### src/design/rsmh_pkg.sv
// Types, constants and codes shared by the RAID5 sector map and health block
`default_nettype none

package rsmh_pkg;

  localparam int MAX_DISKS = 16;
  localparam int MIN_DISKS = 3;

  localparam int SEC_W  = 25;
  localparam int ROW_W  = 21;
  localparam int DEV_W  = 4;
  localparam int CNT_W  = 5;
  localparam int DVD_W  = SEC_W + 1;
  localparam int DVS_W  = 8;
  localparam int STEP_W = $clog2(DVD_W);

  localparam int QDEPTH = 2;
  localparam int QPTR_W = $clog2(QDEPTH);
  localparam int QCNT_W = $clog2(QDEPTH + 1);

  typedef enum logic [1:0] {
    OP_READ  = 2'd0,
    OP_WRITE = 2'd1,
    OP_ERROR = 2'd2,
    OP_LOAD  = 2'd3
  } op_t;

  typedef enum logic [1:0] {
    ARR_STOPPED  = 2'd0,
    ARR_OK       = 2'd1,
    ARR_DEGRADED = 2'd2,
    ARR_FAILED   = 2'd3
  } health_t;

  typedef enum logic [2:0] {
    ST_IDLE,
    ST_SPLIT,
    ST_ROW,
    ST_PAR,
    ST_EMIT
  } seq_state_t;

  typedef struct packed {
    op_t              op;
    logic [SEC_W-1:0] sector;
    logic [DEV_W-1:0] edev;
    logic             edev_in_array;
    health_t          lstat;
    logic [DEV_W-1:0] lfail;
  } item_t;

  typedef struct packed {
    logic             start;
    logic [DVD_W-1:0] dividend;
    logic [DVS_W-1:0] divisor;
  } div_req_t;

  typedef struct packed {
    logic             done;
    logic [DVD_W-1:0] quot;
    logic [DVS_W-1:0] rem;
  } div_rsp_t;

  typedef struct packed {
    logic             accepted;
    logic [DEV_W-1:0] data_device;
    logic [ROW_W-1:0] row;
    logic [DEV_W-1:0] parity_device;
    logic             rebuild_data;
    logic             rebuild_parity;
    logic             write_data_enable;
    logic             write_parity_enable;
    health_t          health;
    logic [DEV_W-1:0] bad_device;
  } result_t;

endpackage

`default_nettype wire

### src/design/rsmh_front.sv
// Front end: input acceptance, item classification, disk count register and item queue
`default_nettype none

module rsmh_front import rsmh_pkg::*; (
  input  logic             clk,
  input  logic             rst_n,
  input  logic             in_push,
  output logic             in_full,
  input  logic [1:0]       in_operation,
  input  logic [SEC_W-1:0] in_logical_sector,
  input  logic [DEV_W-1:0] in_error_device,
  input  logic [1:0]       in_load_status,
  input  logic [DEV_W-1:0] in_load_bad_device,
  input  logic             cfg_valid,
  output logic             cfg_ready,
  input  logic [CNT_W-1:0] cfg_num_devices,
  output logic             q_valid,
  output item_t            q_item,
  input  logic             q_pop,
  output logic [CNT_W-1:0] n_eff,
  output logic [DVS_W-1:0] n_pair
);

  logic [CNT_W-1:0]  n_eff_r;
  logic [CNT_W-1:0]  n_clamp;
  logic [DVS_W-1:0]  n_pair_r;
  logic [DVS_W-1:0]  n_pair_nxt;
  item_t             q_mem_r [QDEPTH];
  logic [QPTR_W-1:0] wr_ptr_r;
  logic [QPTR_W-1:0] rd_ptr_r;
  logic [QCNT_W-1:0] cnt_r;
  logic [QCNT_W-1:0] cnt_nxt;
  logic              push_ok;
  logic              pop_ok;
  item_t             item_in;

  assign cfg_ready = 1'b1;

  // out-of-range disk counts act as the nearest bound
  always_comb begin
    n_clamp = cfg_num_devices;
    if (cfg_num_devices < CNT_W'(MIN_DISKS)) begin
      n_clamp = CNT_W'(MIN_DISKS);
    end else if (cfg_num_devices > CNT_W'(MAX_DISKS)) begin
      n_clamp = CNT_W'(MAX_DISKS);
    end
    n_pair_nxt = DVS_W'(n_clamp) * (DVS_W'(n_clamp) - DVS_W'(1));
  end

  always_ff @(posedge clk) begin
    if (!rst_n) begin
      n_eff_r  <= CNT_W'(MIN_DISKS);
      n_pair_r <= DVS_W'(MIN_DISKS * (MIN_DISKS - 1));
    end else if (cfg_valid && cfg_ready) begin
      n_eff_r  <= n_clamp;
      n_pair_r <= n_pair_nxt;
    end
  end

  assign n_eff  = n_eff_r;
  assign n_pair = n_pair_r;

  always_comb begin
    item_in.op            = op_t'(in_operation);
    item_in.sector        = in_logical_sector;
    item_in.edev          = in_error_device;
    item_in.edev_in_array = {1'b0, in_error_device} < n_eff_r;
    item_in.lstat         = health_t'(in_load_status);
    item_in.lfail         = (health_t'(in_load_status) == ARR_DEGRADED) ?
                            in_load_bad_device : '0;
  end

  assign in_full = (cnt_r == QCNT_W'(QDEPTH));
  assign q_valid = (cnt_r != '0);
  assign q_item  = q_mem_r[rd_ptr_r];
  assign push_ok = in_push && !in_full;
  assign pop_ok  = q_pop && q_valid;
  assign cnt_nxt = cnt_r + QCNT_W'(push_ok) - QCNT_W'(pop_ok);

  always_ff @(posedge clk) begin
    if (!rst_n) begin
      wr_ptr_r <= '0;
      rd_ptr_r <= '0;
      cnt_r    <= '0;
    end else begin
      cnt_r <= cnt_nxt;
      if (push_ok) begin
        wr_ptr_r <= wr_ptr_r + QPTR_W'(1);
      end
      if (pop_ok) begin
        rd_ptr_r <= rd_ptr_r + QPTR_W'(1);
      end
    end
  end

  always_ff @(posedge clk) begin
    if (push_ok) begin
      q_mem_r[wr_ptr_r] <= item_in;
    end
  end

endmodule

`default_nettype wire

### src/design/rsmh_div.sv
// Radix-2 restoring divider, one quotient bit per cycle
`default_nettype none

module rsmh_div import rsmh_pkg::*; (
  input  logic     clk,
  input  logic     rst_n,
  input  div_req_t req,
  output div_rsp_t rsp
);

  logic              busy_r;
  logic              done_r;
  logic [STEP_W-1:0] step_r;
  logic [DVD_W-1:0]  quot_r;
  logic [DVS_W-1:0]  rem_r;
  logic [DVS_W-1:0]  dvs_r;
  logic [DVS_W:0]    rem_sh;
  logic [DVS_W:0]    rem_sub;
  logic              ge;
  logic [DVS_W-1:0]  rem_nxt;

  // partial remainder stays below the divisor, so the shifted value fits DVS_W+1 bits
  always_comb begin
    rem_sh  = {rem_r, quot_r[DVD_W-1]};
    ge      = rem_sh >= {1'b0, dvs_r};
    rem_sub = rem_sh - {1'b0, dvs_r};
    rem_nxt = ge ? rem_sub[DVS_W-1:0] : rem_sh[DVS_W-1:0];
  end

  always_ff @(posedge clk) begin
    if (!rst_n) begin
      busy_r <= 1'b0;
      done_r <= 1'b0;
      step_r <= '0;
    end else begin
      done_r <= 1'b0;
      if (req.start) begin
        busy_r <= 1'b1;
        step_r <= STEP_W'(DVD_W - 1);
      end else if (busy_r) begin
        if (step_r == '0) begin
          busy_r <= 1'b0;
          done_r <= 1'b1;
        end else begin
          step_r <= step_r - STEP_W'(1);
        end
      end
    end
  end

  always_ff @(posedge clk) begin
    if (req.start) begin
      quot_r <= req.dividend;
      rem_r  <= '0;
      dvs_r  <= req.divisor;
    end else if (busy_r) begin
      quot_r <= {quot_r[DVD_W-2:0], ge};
      rem_r  <= rem_nxt;
    end
  end

  assign rsp.done = done_r;
  assign rsp.quot = quot_r;
  assign rsp.rem  = rem_r;

endmodule

`default_nettype wire

### src/design/rsmh_back.sv
// Back end: mapping sequencer over two dividers, health state and result register
`default_nettype none

module rsmh_back import rsmh_pkg::*; (
  input  logic             clk,
  input  logic             rst_n,
  input  logic             q_valid,
  input  item_t            q_item,
  output logic             q_pop,
  input  logic [CNT_W-1:0] n_eff,
  input  logic [DVS_W-1:0] n_pair,
  output logic             out_valid,
  output result_t          out_res,
  input  logic             out_pop
);

  seq_state_t       state_r;
  seq_state_t       state_nxt;
  health_t          health_r;
  health_t          health_nxt;
  logic [DEV_W-1:0] fail_r;
  logic [DEV_W-1:0] fail_nxt;
  item_t            cur_r;
  logic [DEV_W-1:0] ddev_r;
  logic [ROW_W-1:0] row_r;
  result_t          res_r;
  result_t          out_r;
  logic             out_valid_r;

  div_req_t         a_req;
  div_rsp_t         a_rsp;
  div_req_t         b_req;
  div_rsp_t         b_rsp;

  logic             is_plan;
  logic             running;
  logic             degr;
  logic             plan_go;
  logic             idle_take;
  logic             load_out;
  logic             res_from_idle;
  logic             res_from_plan;
  logic [DVD_W-1:0] t_sum;
  logic [DEV_W-1:0] pdev;
  result_t          idle_res;
  result_t          plan_res;

  rsmh_div u_div_a (
    .clk   (clk),
    .rst_n (rst_n),
    .req   (a_req),
    .rsp   (a_rsp)
  );

  rsmh_div u_div_b (
    .clk   (clk),
    .rst_n (rst_n),
    .req   (b_req),
    .rsp   (b_rsp)
  );

  assign is_plan = (q_item.op == OP_READ) || (q_item.op == OP_WRITE);
  assign running = (health_r == ARR_OK) || (health_r == ARR_DEGRADED);
  assign degr    = (health_r == ARR_DEGRADED);
  assign plan_go = q_valid && is_plan && running;

  // t = s + s/N + 1 + s/(N(N-1)); both quotients finish on the same cycle
  assign t_sum = DVD_W'(cur_r.sector) + a_rsp.quot + b_rsp.quot + DVD_W'(1);
  assign pdev  = a_rsp.rem[DEV_W-1:0];

  // next state
  always_comb begin
    state_nxt = state_r;
    case (state_r)
      ST_IDLE: begin
        if (q_valid) begin
          state_nxt = plan_go ? ST_SPLIT : ST_EMIT;
        end
      end
      ST_SPLIT: begin
        if (a_rsp.done) begin
          state_nxt = ST_ROW;
        end
      end
      ST_ROW: begin
        if (a_rsp.done) begin
          state_nxt = ST_PAR;
        end
      end
      ST_PAR: begin
        if (a_rsp.done) begin
          state_nxt = ST_EMIT;
        end
      end
      ST_EMIT: begin
        if (!out_valid_r || out_pop) begin
          state_nxt = ST_IDLE;
        end
      end
      default: state_nxt = ST_IDLE;
    endcase
  end

  // sequencer outputs
  always_comb begin
    q_pop          = 1'b0;
    idle_take      = 1'b0;
    load_out       = 1'b0;
    res_from_idle  = 1'b0;
    res_from_plan  = 1'b0;
    a_req.start    = 1'b0;
    a_req.dividend = '0;
    a_req.divisor  = DVS_W'(n_eff);
    b_req.start    = 1'b0;
    b_req.dividend = DVD_W'(q_item.sector);
    b_req.divisor  = n_pair;
    case (state_r)
      ST_IDLE: begin
        q_pop          = q_valid;
        idle_take      = q_valid;
        res_from_idle  = q_valid && !plan_go;
        a_req.start    = plan_go;
        b_req.start    = plan_go;
        a_req.dividend = DVD_W'(q_item.sector);
      end
      ST_SPLIT: begin
        a_req.start    = a_rsp.done;
        a_req.dividend = t_sum;
      end
      ST_ROW: begin
        a_req.start    = a_rsp.done;
        a_req.dividend = a_rsp.quot;
      end
      ST_PAR: begin
        res_from_plan = a_rsp.done;
      end
      ST_EMIT: begin
        load_out = !out_valid_r || out_pop;
      end
      default: begin
        q_pop = 1'b0;
      end
    endcase
  end

  // health update and result for items that need no mapping
  always_comb begin
    health_nxt = health_r;
    fail_nxt   = fail_r;
    idle_res   = '0;
    case (q_item.op)
      OP_ERROR: begin
        if (running && q_item.edev_in_array) begin
          idle_res.accepted = 1'b1;
          if (health_r == ARR_OK) begin
            health_nxt = ARR_DEGRADED;
            fail_nxt   = q_item.edev;
          end else if (fail_r != q_item.edev) begin
            health_nxt = ARR_FAILED;
            fail_nxt   = '0;
          end
        end
      end
      OP_LOAD: begin
        idle_res.accepted = 1'b1;
        health_nxt        = q_item.lstat;
        fail_nxt          = q_item.lfail;
      end
      default: begin
        idle_res.accepted = 1'b0;
      end
    endcase
    idle_res.health     = health_nxt;
    idle_res.bad_device = (health_nxt == ARR_DEGRADED) ? fail_nxt : '0;
  end

  always_comb begin
    plan_res                     = '0;
    plan_res.accepted            = 1'b1;
    plan_res.data_device         = ddev_r;
    plan_res.row                 = row_r;
    plan_res.parity_device       = pdev;
    plan_res.rebuild_data        = degr && (fail_r == ddev_r);
    if (cur_r.op == OP_WRITE) begin
      plan_res.rebuild_parity      = degr && (fail_r == pdev);
      plan_res.write_data_enable   = !degr || (fail_r != ddev_r);
      plan_res.write_parity_enable = !degr || (fail_r != pdev);
    end
    plan_res.health              = health_r;
    plan_res.bad_device          = degr ? fail_r : '0;
  end

  always_ff @(posedge clk) begin
    if (!rst_n) begin
      state_r     <= ST_IDLE;
      health_r    <= ARR_STOPPED;
      fail_r      <= '0;
      out_valid_r <= 1'b0;
    end else begin
      state_r <= state_nxt;
      if (idle_take) begin
        health_r <= health_nxt;
        fail_r   <= fail_nxt;
      end
      if (load_out) begin
        out_valid_r <= 1'b1;
      end else if (out_pop) begin
        out_valid_r <= 1'b0;
      end
    end
  end

  always_ff @(posedge clk) begin
    if (idle_take) begin
      cur_r <= q_item;
    end
    if ((state_r == ST_ROW) && a_rsp.done) begin
      ddev_r <= a_rsp.rem[DEV_W-1:0];
      row_r  <= a_rsp.quot[ROW_W-1:0];
    end
    if (res_from_idle) begin
      res_r <= idle_res;
    end else if (res_from_plan) begin
      res_r <= plan_res;
    end
    if (load_out) begin
      out_r <= res_r;
    end
  end

  assign out_valid = out_valid_r;
  assign out_res   = out_r;

endmodule

`default_nettype wire

### src/design/raid5_sector_map_health.sv
// RAID5 sector mapping and array health: top level
// Usage:
//   Requests enter through a queue-style port: an item is taken at a clock edge
//   with in_push high and in_full low. Results leave the same way: the oldest
//   result sits on the out_ ports while out_empty is low and is taken at an
//   edge with out_pop high. Every item gives exactly one result, in order.
//   The disk count is written through cfg_valid/cfg_ready/cfg_num_devices
//   (always ready), by the user only while no item is in flight (unchecked).
// Mapping and item order:
//   A read or write plan on a running array needs three passes through the
//   26-step radix-2 divider (s/N alongside s/(N(N-1)), then t/N, then row mod N):
//   its result is registered after the third pass. Error reports, loads and
//   rejected plans skip the divider. The sequencer takes no new item until
//   the result of the last one has moved to the output register.
// Reset and stalls:
//   rst_n (synchronous, active low) empties both queues, sets the array to
//   stopped and the disk count to 3. A receiver that holds off pop keeps the
//   result steady; the two-entry input queue keeps taking items until it fills.
`default_nettype none

module raid5_sector_map_health import rsmh_pkg::*; (
  input  logic             clk,
  input  logic             rst_n,
  input  logic             in_push,
  output logic             in_full,
  input  logic [1:0]       in_operation,
  input  logic [SEC_W-1:0] in_logical_sector,
  input  logic [DEV_W-1:0] in_error_device,
  input  logic [1:0]       in_load_status,
  input  logic [DEV_W-1:0] in_load_bad_device,
  input  logic             cfg_valid,
  output logic             cfg_ready,
  input  logic [CNT_W-1:0] cfg_num_devices,
  output logic             out_empty,
  input  logic             out_pop,
  output logic             out_accepted,
  output logic [DEV_W-1:0] out_data_device,
  output logic [ROW_W-1:0] out_row,
  output logic [DEV_W-1:0] out_parity_device,
  output logic             out_rebuild_data,
  output logic             out_rebuild_parity,
  output logic             out_write_data_enable,
  output logic             out_write_parity_enable,
  output logic [1:0]       out_health,
  output logic [DEV_W-1:0] out_bad_device
);

  logic             q_valid;
  item_t            q_item;
  logic             q_pop;
  logic [CNT_W-1:0] n_eff;
  logic [DVS_W-1:0] n_pair;
  logic             res_valid;
  result_t          res;

  rsmh_front u_front (
    .clk                (clk),
    .rst_n              (rst_n),
    .in_push            (in_push),
    .in_full            (in_full),
    .in_operation       (in_operation),
    .in_logical_sector  (in_logical_sector),
    .in_error_device    (in_error_device),
    .in_load_status     (in_load_status),
    .in_load_bad_device (in_load_bad_device),
    .cfg_valid          (cfg_valid),
    .cfg_ready          (cfg_ready),
    .cfg_num_devices    (cfg_num_devices),
    .q_valid            (q_valid),
    .q_item             (q_item),
    .q_pop              (q_pop),
    .n_eff              (n_eff),
    .n_pair             (n_pair)
  );

  rsmh_back u_back (
    .clk       (clk),
    .rst_n     (rst_n),
    .q_valid   (q_valid),
    .q_item    (q_item),
    .q_pop     (q_pop),
    .n_eff     (n_eff),
    .n_pair    (n_pair),
    .out_valid (res_valid),
    .out_res   (res),
    .out_pop   (out_pop)
  );

  assign out_empty               = !res_valid;
  assign out_accepted            = res.accepted;
  assign out_data_device         = res.data_device;
  assign out_row                 = res.row;
  assign out_parity_device       = res.parity_device;
  assign out_rebuild_data        = res.rebuild_data;
  assign out_rebuild_parity      = res.rebuild_parity;
  assign out_write_data_enable   = res.write_data_enable;
  assign out_write_parity_enable = res.write_parity_enable;
  assign out_health              = res.health;
  assign out_bad_device          = res.bad_device;

endmodule

`default_nettype wire

### config.mk
export PLATFORM = sky130hd
export DESIGN_NAME = raid5_sector_map_health
export DESIGN_NICKNAME = d
export VERILOG_FILES = /design/src/design/rsmh_pkg.sv /design/src/design/rsmh_front.sv /design/src/design/rsmh_div.sv /design/src/design/rsmh_back.sv /design/src/design/raid5_sector_map_health.sv
export SDC_FILE = /design/constraint.sdc
export NUM_CORES = 1
export LEC_CHECK = 0
export BUFFER_PORTS_ARGS = -buffer_cell sky130_fd_sc_hd__buf_2
export CAP_MARGIN = 10
export CORE_ASPECT_RATIO = 1.1
export CORE_MARGIN = 5
export CORE_UTILIZATION = 55
export CTS_CLUSTER_SIZE = 10
export DETAILED_ROUTE_END_ITERATION = 16
export PLACE_DENSITY = 0.83
export SLEW_MARGIN = 20
export SYNTH_ARGS = -nofsm -noshare
export SYNTH_HDL_FRONTEND = slang
export SYNTH_HIERARCHICAL = 1
export SYNTH_SLANG_ARGS = --single-unit
### constraint.sdc
create_clock -name clk -period 6.5 [get_ports clk]
set_input_delay 0.65 -clock clk [delete_from_list [all_inputs] [get_ports clk]]
set_output_delay 0.65 -clock clk [all_outputs]
set_load 0.03 [all_outputs]
==> flow_summary.json, run 1 <==
{
  "status": "complete, no violations",
  "cts_tree": "done",
  "nets": 1600,
  "drt_iter0_drc": 753,
  "grt_max_degree": 45,
  "initial_core_util_pct": 55.96,
  "grt.overflow.total": 0,
  "grt_util_all_layers_pct": 19.69,
  "numCtsBuffers": 39,
  "routedWlPerCell_um": 17.88,
  "drive_gt1_share_pct": 19.12,
  "yosysWarnings": 6,
  "syn-mean-instance-area_um2": 12.19,
  "cpMostUsedCell": "fa_1",
  "synth_cells": 1365,
  "finalSetupTns_ns": 0,
  "drc": 0,
  "port-buffer-count": 88,
  "grt_util_met1_pct": 26.63,
  "drv_cap": 0,
  "vdd_drop_max_mv": 0.2073,
  "finalHoldViolations": 0,
  "arrival_ns": 4.88,
  "cp-start-kind": "input pin",
  "clk_latency_ns": 0.52,
  "fin_skew_ns": 0.02346,
  "clockRootBuffer": "clkbuf_16",
  "path_max_fanout": 6,
  "synth_area_um2": 16640,
  "cts_sinks": 332,
  "tightest_slew_ns": 1.038,
  "crit_chain": "buf_2 -> nor2_1 -> o21bai_1 -> o21ai_0 -> ha_1 -> nand2b_1 -> fa_1 -> fa_1 -> inv_1 -> fa_1 -> fa_1 -> ha_1 -> a21o_1 -> a21oi_1 -> xnor2_1 -> mux2i_1 -> nor2b_1",
  "path_clk_slew_ns": 0.05,
  "path_class": "input pin to flip-flop",
  "ant_nets": 0,
  "critPathRequiredTime_ns": 6.94,
  "grt_use_met3_pct": 3.938,
  "dp.final_hpwl_mm": 23.33,
  "die_x_um": 175.8,
  "power_leakage_nw": 6.997,
  "rows": 66,
  "vias": 10590,
  "final_common_cell": "edfxtp_1",
  "dieHeight_um": 192.4,
  "coreArea_um2": 29730,
  "dpl_cell_area_um2": 17390,
  "hold_buffers": 0,
  "final_cell_mix": "edfxtp_1, nand2_1, mux2_2, buf_2, dfxtp_1",
  "cts_setup_buffers": 0,
  "gp_congestion": 0.8899,
  "grt_pass1_vias": 10630,
  "dieArea_um2": 33830,
  "finalSetupViolCount": 0,
  "ios": 90,
  "gr-usage-met2_pct": 32.22,
  "cts_resized": 0,
  "firstDrtPassIters": 5,
  "slowest_delay_ns": 0.51,
  "slew_headroom_pct": 30.72,
  "hp-class": "input pin to flip-flop",
  "antenna_found_initial": 0,
  "fmax_mhz": 225.1,
  "finalWirelength_mm": 32.98,
  "min_period_ns": 4.443,
  "crit_path_end_kind": "flip-flop",
  "htreeDepth": 2,
  "via_per_inst": 5.743,
  "synthToLayoutAreaGrowth_pct": 11.40,
  "maxSlewViolCount": 0,
  "finalPower_w": 0.008072,
  "path_buf_inv": 2,
  "worst_hold_slack_ns": 0.3132,
  "grt-busiest-layer": "met2",
  "critPathTopFamily": "adder cells",
  "crit_slowest_cell": "fa_1",
  "fin_area_um2": 18530,
  "power_density_nw_per_um2": 435.5,
  "grt_pass1_wl_mm": 54.14,
  "fin_crit_sh_pct": 68.35,
  "antenna_cells": 0,
  "rsz0062_at_grt": "false",
  "clk_path_buf_depth": 3
}
## flip-flops by register name, summed over array words and instances, names as in the netlist, 2 cells and up, named ones only
name / count
u_back/cur_r: 27
u_back/ddev_r: 4
u_back/fail_r: 4
u_back/health_r: 2
u_back/out_res: 40
u_back/res_r: 40
u_back/row_r: 21
u_back/state_r: 3
u_back/u_div_a/dvs_r: 8
u_back/u_div_a/quot_r: 26
u_back/u_div_a/rem_r: 8
u_back/u_div_a/step_r: 5
u_back/u_div_b/dvs_r: 8
u_back/u_div_b/quot_r: 26
u_back/u_div_b/rem_r: 8
u_back/u_div_b/step_r: 5
u_front/cnt_r: 2
u_front/n_eff: 5
u_front/n_pair: 7
u_front/q_mem_r: 76
## worst paths after layout
path	from	endpoint	slack, ns	cells past startpoint
hold / removal	in_logical_sector[6]	u_front/q_mem_r[1][17]	0.31	1
hold reg to reg	u_back/res_r[1]	u_back/out_res[1]	0.42	0
setup reg to reg	u_back/health_r[0]	u_back/u_div_a/quot_r[23]	2.76	9
setup / recovery	cfg_num_devices[2]	u_front/n_pair[7]	2.06	17
## metal layers
layer  wire length [um]  vias up  part of all wire (%)
met5                  0        -                     0
met3               2082       67                   6.3
met4                917        0                   2.8
met1              14550     5067                    44
li1                   -     5116                     -
met2              15420      341                    47
## final cells by class
cell class | count | area, um^2
multi-input combinational | 916 | 7114
timing repair buffer | 98 | 515.5
inverter | 58 | 217.7
fill | 2247 | 11200
clock inverter | 4 | 32.53
sequential | 332 | 9081
clock buffer | 62 | 1104
tap | 374 | 467.9
## where the power goes
group	leakage, nW	internal, W	switching (W)
clock network	0.545	0.00116	0.000778
registers	2.98	0.00275	0.000215
logic	3.47	0.00124	0.00194
## per-stage QoR
step	setup WS, ns	util, %	cells
2_1_floorplan	1.839	-	1372
3_3_place_gp	1.560	58.50	1778
3_5_place_dp	1.543	58.50	1778
4_1_cts	2.046	62.32	1844
5_1_grt	1.783	62.34	1844
6_report	2.057	62.34	1844
Note: power is estimated with default switching activity, not from simulation.
==> run 2, diff against run 1 <==
--- a/config.mk
+++ b/config.mk
@@ -5,6 +5,7 @@
 export SDC_FILE = /design/constraint.sdc
 export NUM_CORES = 1
 export LEC_CHECK = 0
+export ABC_AREA = 1
 export BUFFER_PORTS_ARGS = -buffer_cell sky130_fd_sc_hd__buf_2
 export CAP_MARGIN = 10
 export CORE_ASPECT_RATIO = 1.1
@@ -12,7 +13,7 @@
 export CORE_UTILIZATION = 55
 export CTS_CLUSTER_SIZE = 10
 export DETAILED_ROUTE_END_ITERATION = 16
-export PLACE_DENSITY = 0.83
+export PLACE_DENSITY = 0.86
 export SLEW_MARGIN = 20
 export SYNTH_ARGS = -nofsm -noshare
 export SYNTH_HDL_FRONTEND = slang
==> constraint.sdc (replaced) <==
create_clock -name clk -period 4 [get_ports clk]
set_input_delay 0.4 -clock clk [delete_from_list [all_inputs] [get_ports clk]]
set_output_delay 0.4 -clock clk [all_outputs]
set_load 0.03 [all_outputs]
==> flow_summary.json, run 2 <==
{
  "drv_cap": 0,
  "dieHeight_um": 194.1,
  "reg2reg_from": "u_back/health_r[0]",
  "port-buffer-count": 88,
  "yosysWarnings": 6,
  "via_per_inst": 5.366,
  "fin_crit_sh_pct": 95.51,
  "crit_slowest_cell": "fa_1",
  "vias": 12540,
  "die_x_um": 177.4,
  "status": "complete, no violations",
  "antenna_cells": 0,
  "slowest_delay_ns": 0.55,
  "finalPower_w": 0.01512,
  "finalSetupTns_ns": 0,
  "routedWlPerCell_um": 16.09,
  "path_clk_slew_ns": 0.06,
  "path_buf_inv": 4,
  "r2r_end": "u_back/u_div_a/quot_r[0]",
  "tightest_slew_ns": 1.060,
  "cts_tree": "done",
  "min_period_ns": 3.820,
  "arrival_ns": 4.23,
  "whs_path_depth": 1,
  "final_common_cell": "nand2_1",
  "synthToLayoutAreaGrowth_pct": 14.57,
  "worstRegToRegCells": 9,
  "drt_iter0_drc": 922,
  "power_leakage_nw": 8.334,
  "reg2reg_slack_ns": 1.00,
  "grt_util_all_layers_pct": 22.00,
  "critPathTopFamily": "adder cells",
  "finalSetupViolCount": 0,
  "coreArea_um2": 30430,
  "ios": 90,
  "cp-start-kind": "input pin",
  "crit_chain": "buf_2 -> nor2_4 -> a31oi_1 -> nor2_1 -> inv_1 -> nand3_2 -> ha_4 -> inv_1 -> nand2_1 -> fa_1 -> fa_1 -> inv_1 -> fa_1 -> fa_1 -> ha_2 -> nand3_2 -> nand2_1 -> nand2_2 -> nand2_2 -> nand2_1 -> nand2_1 -> nor2_2 -> nor2_1",
  "critPathRequiredTime_ns": 4.41,
  "synth_cells": 1755,
  "nets": 2048,
  "numCtsBuffers": 40,
  "crit_path_end_kind": "flip-flop",
  "grt.overflow.total": 0,
  "clk_latency_ns": 0.53,
  "dp.final_hpwl_mm": 26.62,
  "finalHoldViolations": 0,
  "power_density_nw_per_um2": 778.9,
  "hold_end": "u_front/q_mem_r[1][17]",
  "cts_sinks": 332,
  "fmax_mhz": 261.8,
  "grt_pass1_vias": 12620,
  "drive_gt1_share_pct": 15.96,
  "clockRootBuffer": "clkbuf_16",
  "min_from": "in_logical_sector[6]",
  "syn-mean-instance-area_um2": 9.657,
  "synth_area_um2": 16950,
  "vdd_drop_max_mv": 0.4342,
  "maxSlewViolCount": 0,
  "clk_path_buf_depth": 3,
  "antenna_found_initial": 0,
  "grt_pass1_wl_mm": 62.29,
  "initial_core_util_pct": 55.70,
  "slew_headroom_pct": 29.28,
  "dieArea_um2": 34430,
  "finalWirelength_mm": 37.60,
  "n_fill_cell": 2342,
  "firstDrtPassIters": 7,
  "path_class": "input pin to flip-flop",
  "drc": 0,
  "fin_skew_ns": 0.01957,
  "gp_congestion": 0.9415,
  "htreeDepth": 2,
  "ant_nets": 0,
  "largest-register": "u_front/q_mem_r",
  "final_cell_mix": "nand2_1, edfxtp_1, inv_1, nand3_1",
  "hp-class": "input pin to flip-flop",
  "rows": 67,
  "path_max_fanout": 2,
  "grt_max_degree": 46,
  "largest_reg_flops": 76
}
run 2: report_power, final:
part	total (W)	internal, W	switching, W
Sequential	0.00504	0.00461	0.000425
Combinational	0.00671	0.00232	0.00439
Clock	0.00338	0.00205	0.00133
run 2: worst register-to-register path, delay by kind of cell, from the launching register on:
kind                     cells  cell delay (ns)
adder cells (fa/ha/maj)      1             0.34
flip-flops                   1             0.39
AO/OA/AOI/OAI                2             0.24
AND/OR/NAND/NOR              2             0.61
buffers and inverters        4             1.14
run 2: repair_timing:
action	CTS	global route
hold buffers	0	0
resized for setup	0	12
setup endpoints to repair	0	1
buffers inserted	0	1
run 2: how the worst max path moves through the flow:
| stage | startpoint | endpoint | slack, ns | cells after the start |
|---|---|---|---|---|
| 5_1_grt | cfg_num_devices[2] | u_front/n_pair[7] | -0.07 | 23 |
| 3_3_place_gp | cfg_num_devices[3] | u_front/n_pair[7] | -0.28 | 23 |
| 4_1_cts | cfg_num_devices[3] | u_front/n_pair[6] | 0.16 | 19 |
| 6_report | cfg_num_devices[2] | u_front/n_pair[7] | 0.18 | 23 |
| 3_5_place_dp | cfg_num_devices[3] | u_front/n_pair[6] | -0.36 | 19 |
| 2_1_floorplan | cfg_num_devices[3] | u_front/n_pair[7] | 0.04 | 22 |
run 2: final cells by class:
type / count / area, um^2 / share of cell area [%]
sequential: 332 / 9080 / 46.76
clock inverter: 4 / 60.06 / 0.3093
tap: 414 / 518.0 / 2.668
inverter: 203 / 762.0 / 3.924
clock buffer: 68 / 1169 / 6.018
timing repair buffer: 128 / 768.2 / 3.956
multi-input combinational: 1188 / 7062 / 36.37
run 2: per-layer routing:
metal | track usage, % | vias to the layer above | wire length (um)
met5 | 0 | - | 0
met2 | 36.90 | 456 | 18290
met3 | 4.154 | 78 | 2816
li1 | - | 6102 | -
met4 | 7.622 | 0 | 957
met1 | 28.76 | 5904 | 15530
run 2: through the flow:
| step | instances | utilization [%] | hold WS, ns | worst slack [ns] | cell area (um^2) |
|---|---|---|---|---|---|
| detailed placement | 2262 | 59.36 | 0.4045 | -0.3572 | 18060 |
| global placement | 2262 | 59.36 | 0.4049 | -0.2830 | 18060 |
| global route | 2337 | 63.81 | 0.04435 | -0.06956 | 19420 |
| finish | 2337 | 63.81 | 0.05957 | 0.1797 | 19420 |
| CTS | 2334 | 63.40 | 0.04056 | 0.1596 | 19290 |
| floorplan | 1762 | - | 0.4003 | 0.04096 | 16990 |
==> run 3, diff against run 2 <==
--- a/config.mk
+++ b/config.mk
@@ -14,6 +14,7 @@
 export CTS_CLUSTER_SIZE = 10
 export DETAILED_ROUTE_END_ITERATION = 16
 export PLACE_DENSITY = 0.86
+export REMOVE_ABC_BUFFERS = 1
 export SLEW_MARGIN = 20
 export SYNTH_ARGS = -nofsm -noshare
 export SYNTH_HDL_FRONTEND = slang
==> flow_summary.json, run 3 (synthesis gave the netlist of run 2 again) <==
{
  "status": "complete, no violations",
  "crit_path_end_kind": "flip-flop",
  "grt_max_degree": 46,
  "drive_gt1_share_pct": 15.26,
  "grt_util_all_layers_pct": 22.03,
  "grt.overflow.total": 0,
  "cts_tree": "done",
  "grt_util_met1_pct": 28.93,
  "cts_sinks": 332,
  "slew_headroom_pct": 24.64,
  "min_period_ns": 3.766,
  "internal-power_w": 0.008800,
  "routedWlPerCell_um": 16.18,
  "clk_latency_ns": 0.52,
  "final_common_cell": "nand2_1",
  "drv_cap": 0,
  "rsz0062_at_grt": "false",
  "switching_share_pct": 41.27,
  "htreeDepth": 2,
  "pwr-share-comb_pct": 45.0,
  "tightest_slew_ns": 1.129,
  "port-buffer-count": 88,
  "pwr-share-clk_pct": 21.4,
  "vias": 12580,
  "finalHoldViolations": 0,
  "path_class": "input pin to flip-flop",
  "finalPower_w": 0.01499,
  "largest-register": "u_front/q_mem_r",
  "finalWirelength_mm": 37.77,
  "clk_path_buf_depth": 3,
  "dpl_cell_area_um2": 18030,
  "dieHeight_um": 194.1,
  "rows": 67,
  "die_x_um": 177.4,
  "fmax_mhz": 265.5,
  "numCtsBuffers": 40,
  "nets": 2046,
  "initial_core_util_pct": 55.70,
  "coreArea_um2": 30430,
  "fin_skew_ns": 0.01359,
  "dp.final_hpwl_mm": 26.09,
  "antenna_cells": 0,
  "power_leakage_nw": 8.293,
  "power_density_nw_per_um2": 777.7,
  "clockRootBuffer": "clkbuf_16",
  "maxSlewViolCount": 0,
  "final_cell_mix": "nand2_1, edfxtp_1, inv_1, nand3_1, nor2_1",
  "drt_iter0_drc": 1137,
  "cp-start-kind": "input pin",
  "firstDrtPassIters": 11,
  "grt-busiest-layer": "met2",
  "grt_pass1_wl_mm": 62.51,
  "sequentialPowerShare_pct": 33.6,
  "via_per_inst": 5.389,
  "ios": 90,
  "fin_area_um2": 19270,
  "critPathRequiredTime_ns": 4.41,
  "finalSetupTns_ns": 0,
  "fin_crit_sh_pct": 94.15,
  "gr-usage-met2_pct": 37.28,
  "gp_congestion": 0.9268,
  "dieArea_um2": 34430,
  "layout.cells.non_filler": 2334,
  "drc": 0,
  "finalCoreUtilization_pct": 63.32,
  "path_clk_slew_ns": 0.06,
  "vdd_drop_max_mv": 0.3971,
  "grt_pass1_vias": 12750,
  "hp-class": "input pin to flip-flop",
  "finalSetupViolCount": 0,
  "grt_use_met3_pct": 3.744,
  "ant_nets": 0,
  "dp_cells": 2260,
  "largest_reg_flops": 76,
  "synthToLayoutAreaGrowth_pct": 13.69,
  "path_max_fanout": 4,
  "arrival_ns": 4.17,
  "switchingPower_w": 0.006185,
  "antenna_found_initial": 0
}
==> run 3: changes by cell type in the layout (fill, tap and decap cells not counted), sizes merged <==
cell	before	now
buf	128	126
clkinvlp	0	1
inv	202	203
clkbuf	68	66
bufinv	1	0
==> run 3: cell type report <==
cell class | count | area, um^2
multi-input combinational | 1188 | 7002
clock inverter | 5 | 42.54
tap | 414 | 518.0
timing repair buffer | 126 | 745.7
sequential | 332 | 9080
clock buffer | 66 | 1119
inverter | 203 | 762.0
fill | 2393 | 11160
==> run 3: repair_timing <==
item | in CTS | in global routing
endpoints found under the setup margin | 0 | 3
hold buffers | 0 | 0
setup buffers | 0 | 2
gates resized for setup | 0 | 10
==> run 3: final timing paths <==
check,from,depth (start not counted),to,slack [ns]
worst max-delay path,cfg_num_devices[3],19,u_front/n_pair[6],0.23
worst min-delay path,in_logical_sector[14],1,u_front/q_mem_r[0][25],0.07
worst max register to register,u_back/u_div_a/quot_r[1],12,u_back/u_div_a/quot_r[24],0.96
worst min register to register,u_back/res_r[5],0,u_back/out_res[5],0.42
==> run 3: critical path: stages <==
cell and delay (ns):
buf_2 0.12, nor2_4 0.11, inv_2 0.07, a21oi_2 0.17, inv_2 0.07, ha_1 0.22, inv_2 0.07, ha_4 0.20
or2_2 0.30, fa_1 0.49, inv_1 0.04, ha_1 0.19, fa_1 0.46, ha_1 0.29, ha_2 0.19, fa_1 0.44
xor2_1 0.17, o21ai_0 0.14, inv_1 0.05
==> run 3: metrics by stage <==
step | setup WS [ns] | hold slack [ns]
after global routing | 0.01787 | 0.04916
after CTS | 0.07667 | 0.05078
after floorplan | -0.9402 | 0.4003
final | 0.2339 | 0.06789
after detailed placement | -0.4513 | 0.4045
after global placement | -0.3829 | 0.4041
==> run 3: power by group through the flow <==
| stage | logic, W | clock network (W) | registers (W) |
|---|---|---|---|
| final | 0.00674 | 0.00321 | 0.00503 |
| after global routing | 0.00754 | 0.00343 | 0.00510 |
| after CTS | 0.00663 | 0.00327 | 0.00503 |
| after detailed placement | 0.00653 | 0 | 0.00509 |
| after global placement | 0.00636 | 0 | 0.00505 |
| after floorplan | 0.00465 | 0 | 0.00519 |
==> run 3: metal layers <==
| metal | share of wire, % | wire length, um | vias up |
|---|---|---|---|
| met2 | 48 | 18270 | 492 |
| met3 | 7.4 | 2806 | 83 |
| met1 | 41 | 15560 | 5908 |
| li1 | - | - | 6096 |
| met5 | 0 | 0 | - |
| met4 | 3.0 | 1130 | 0 |
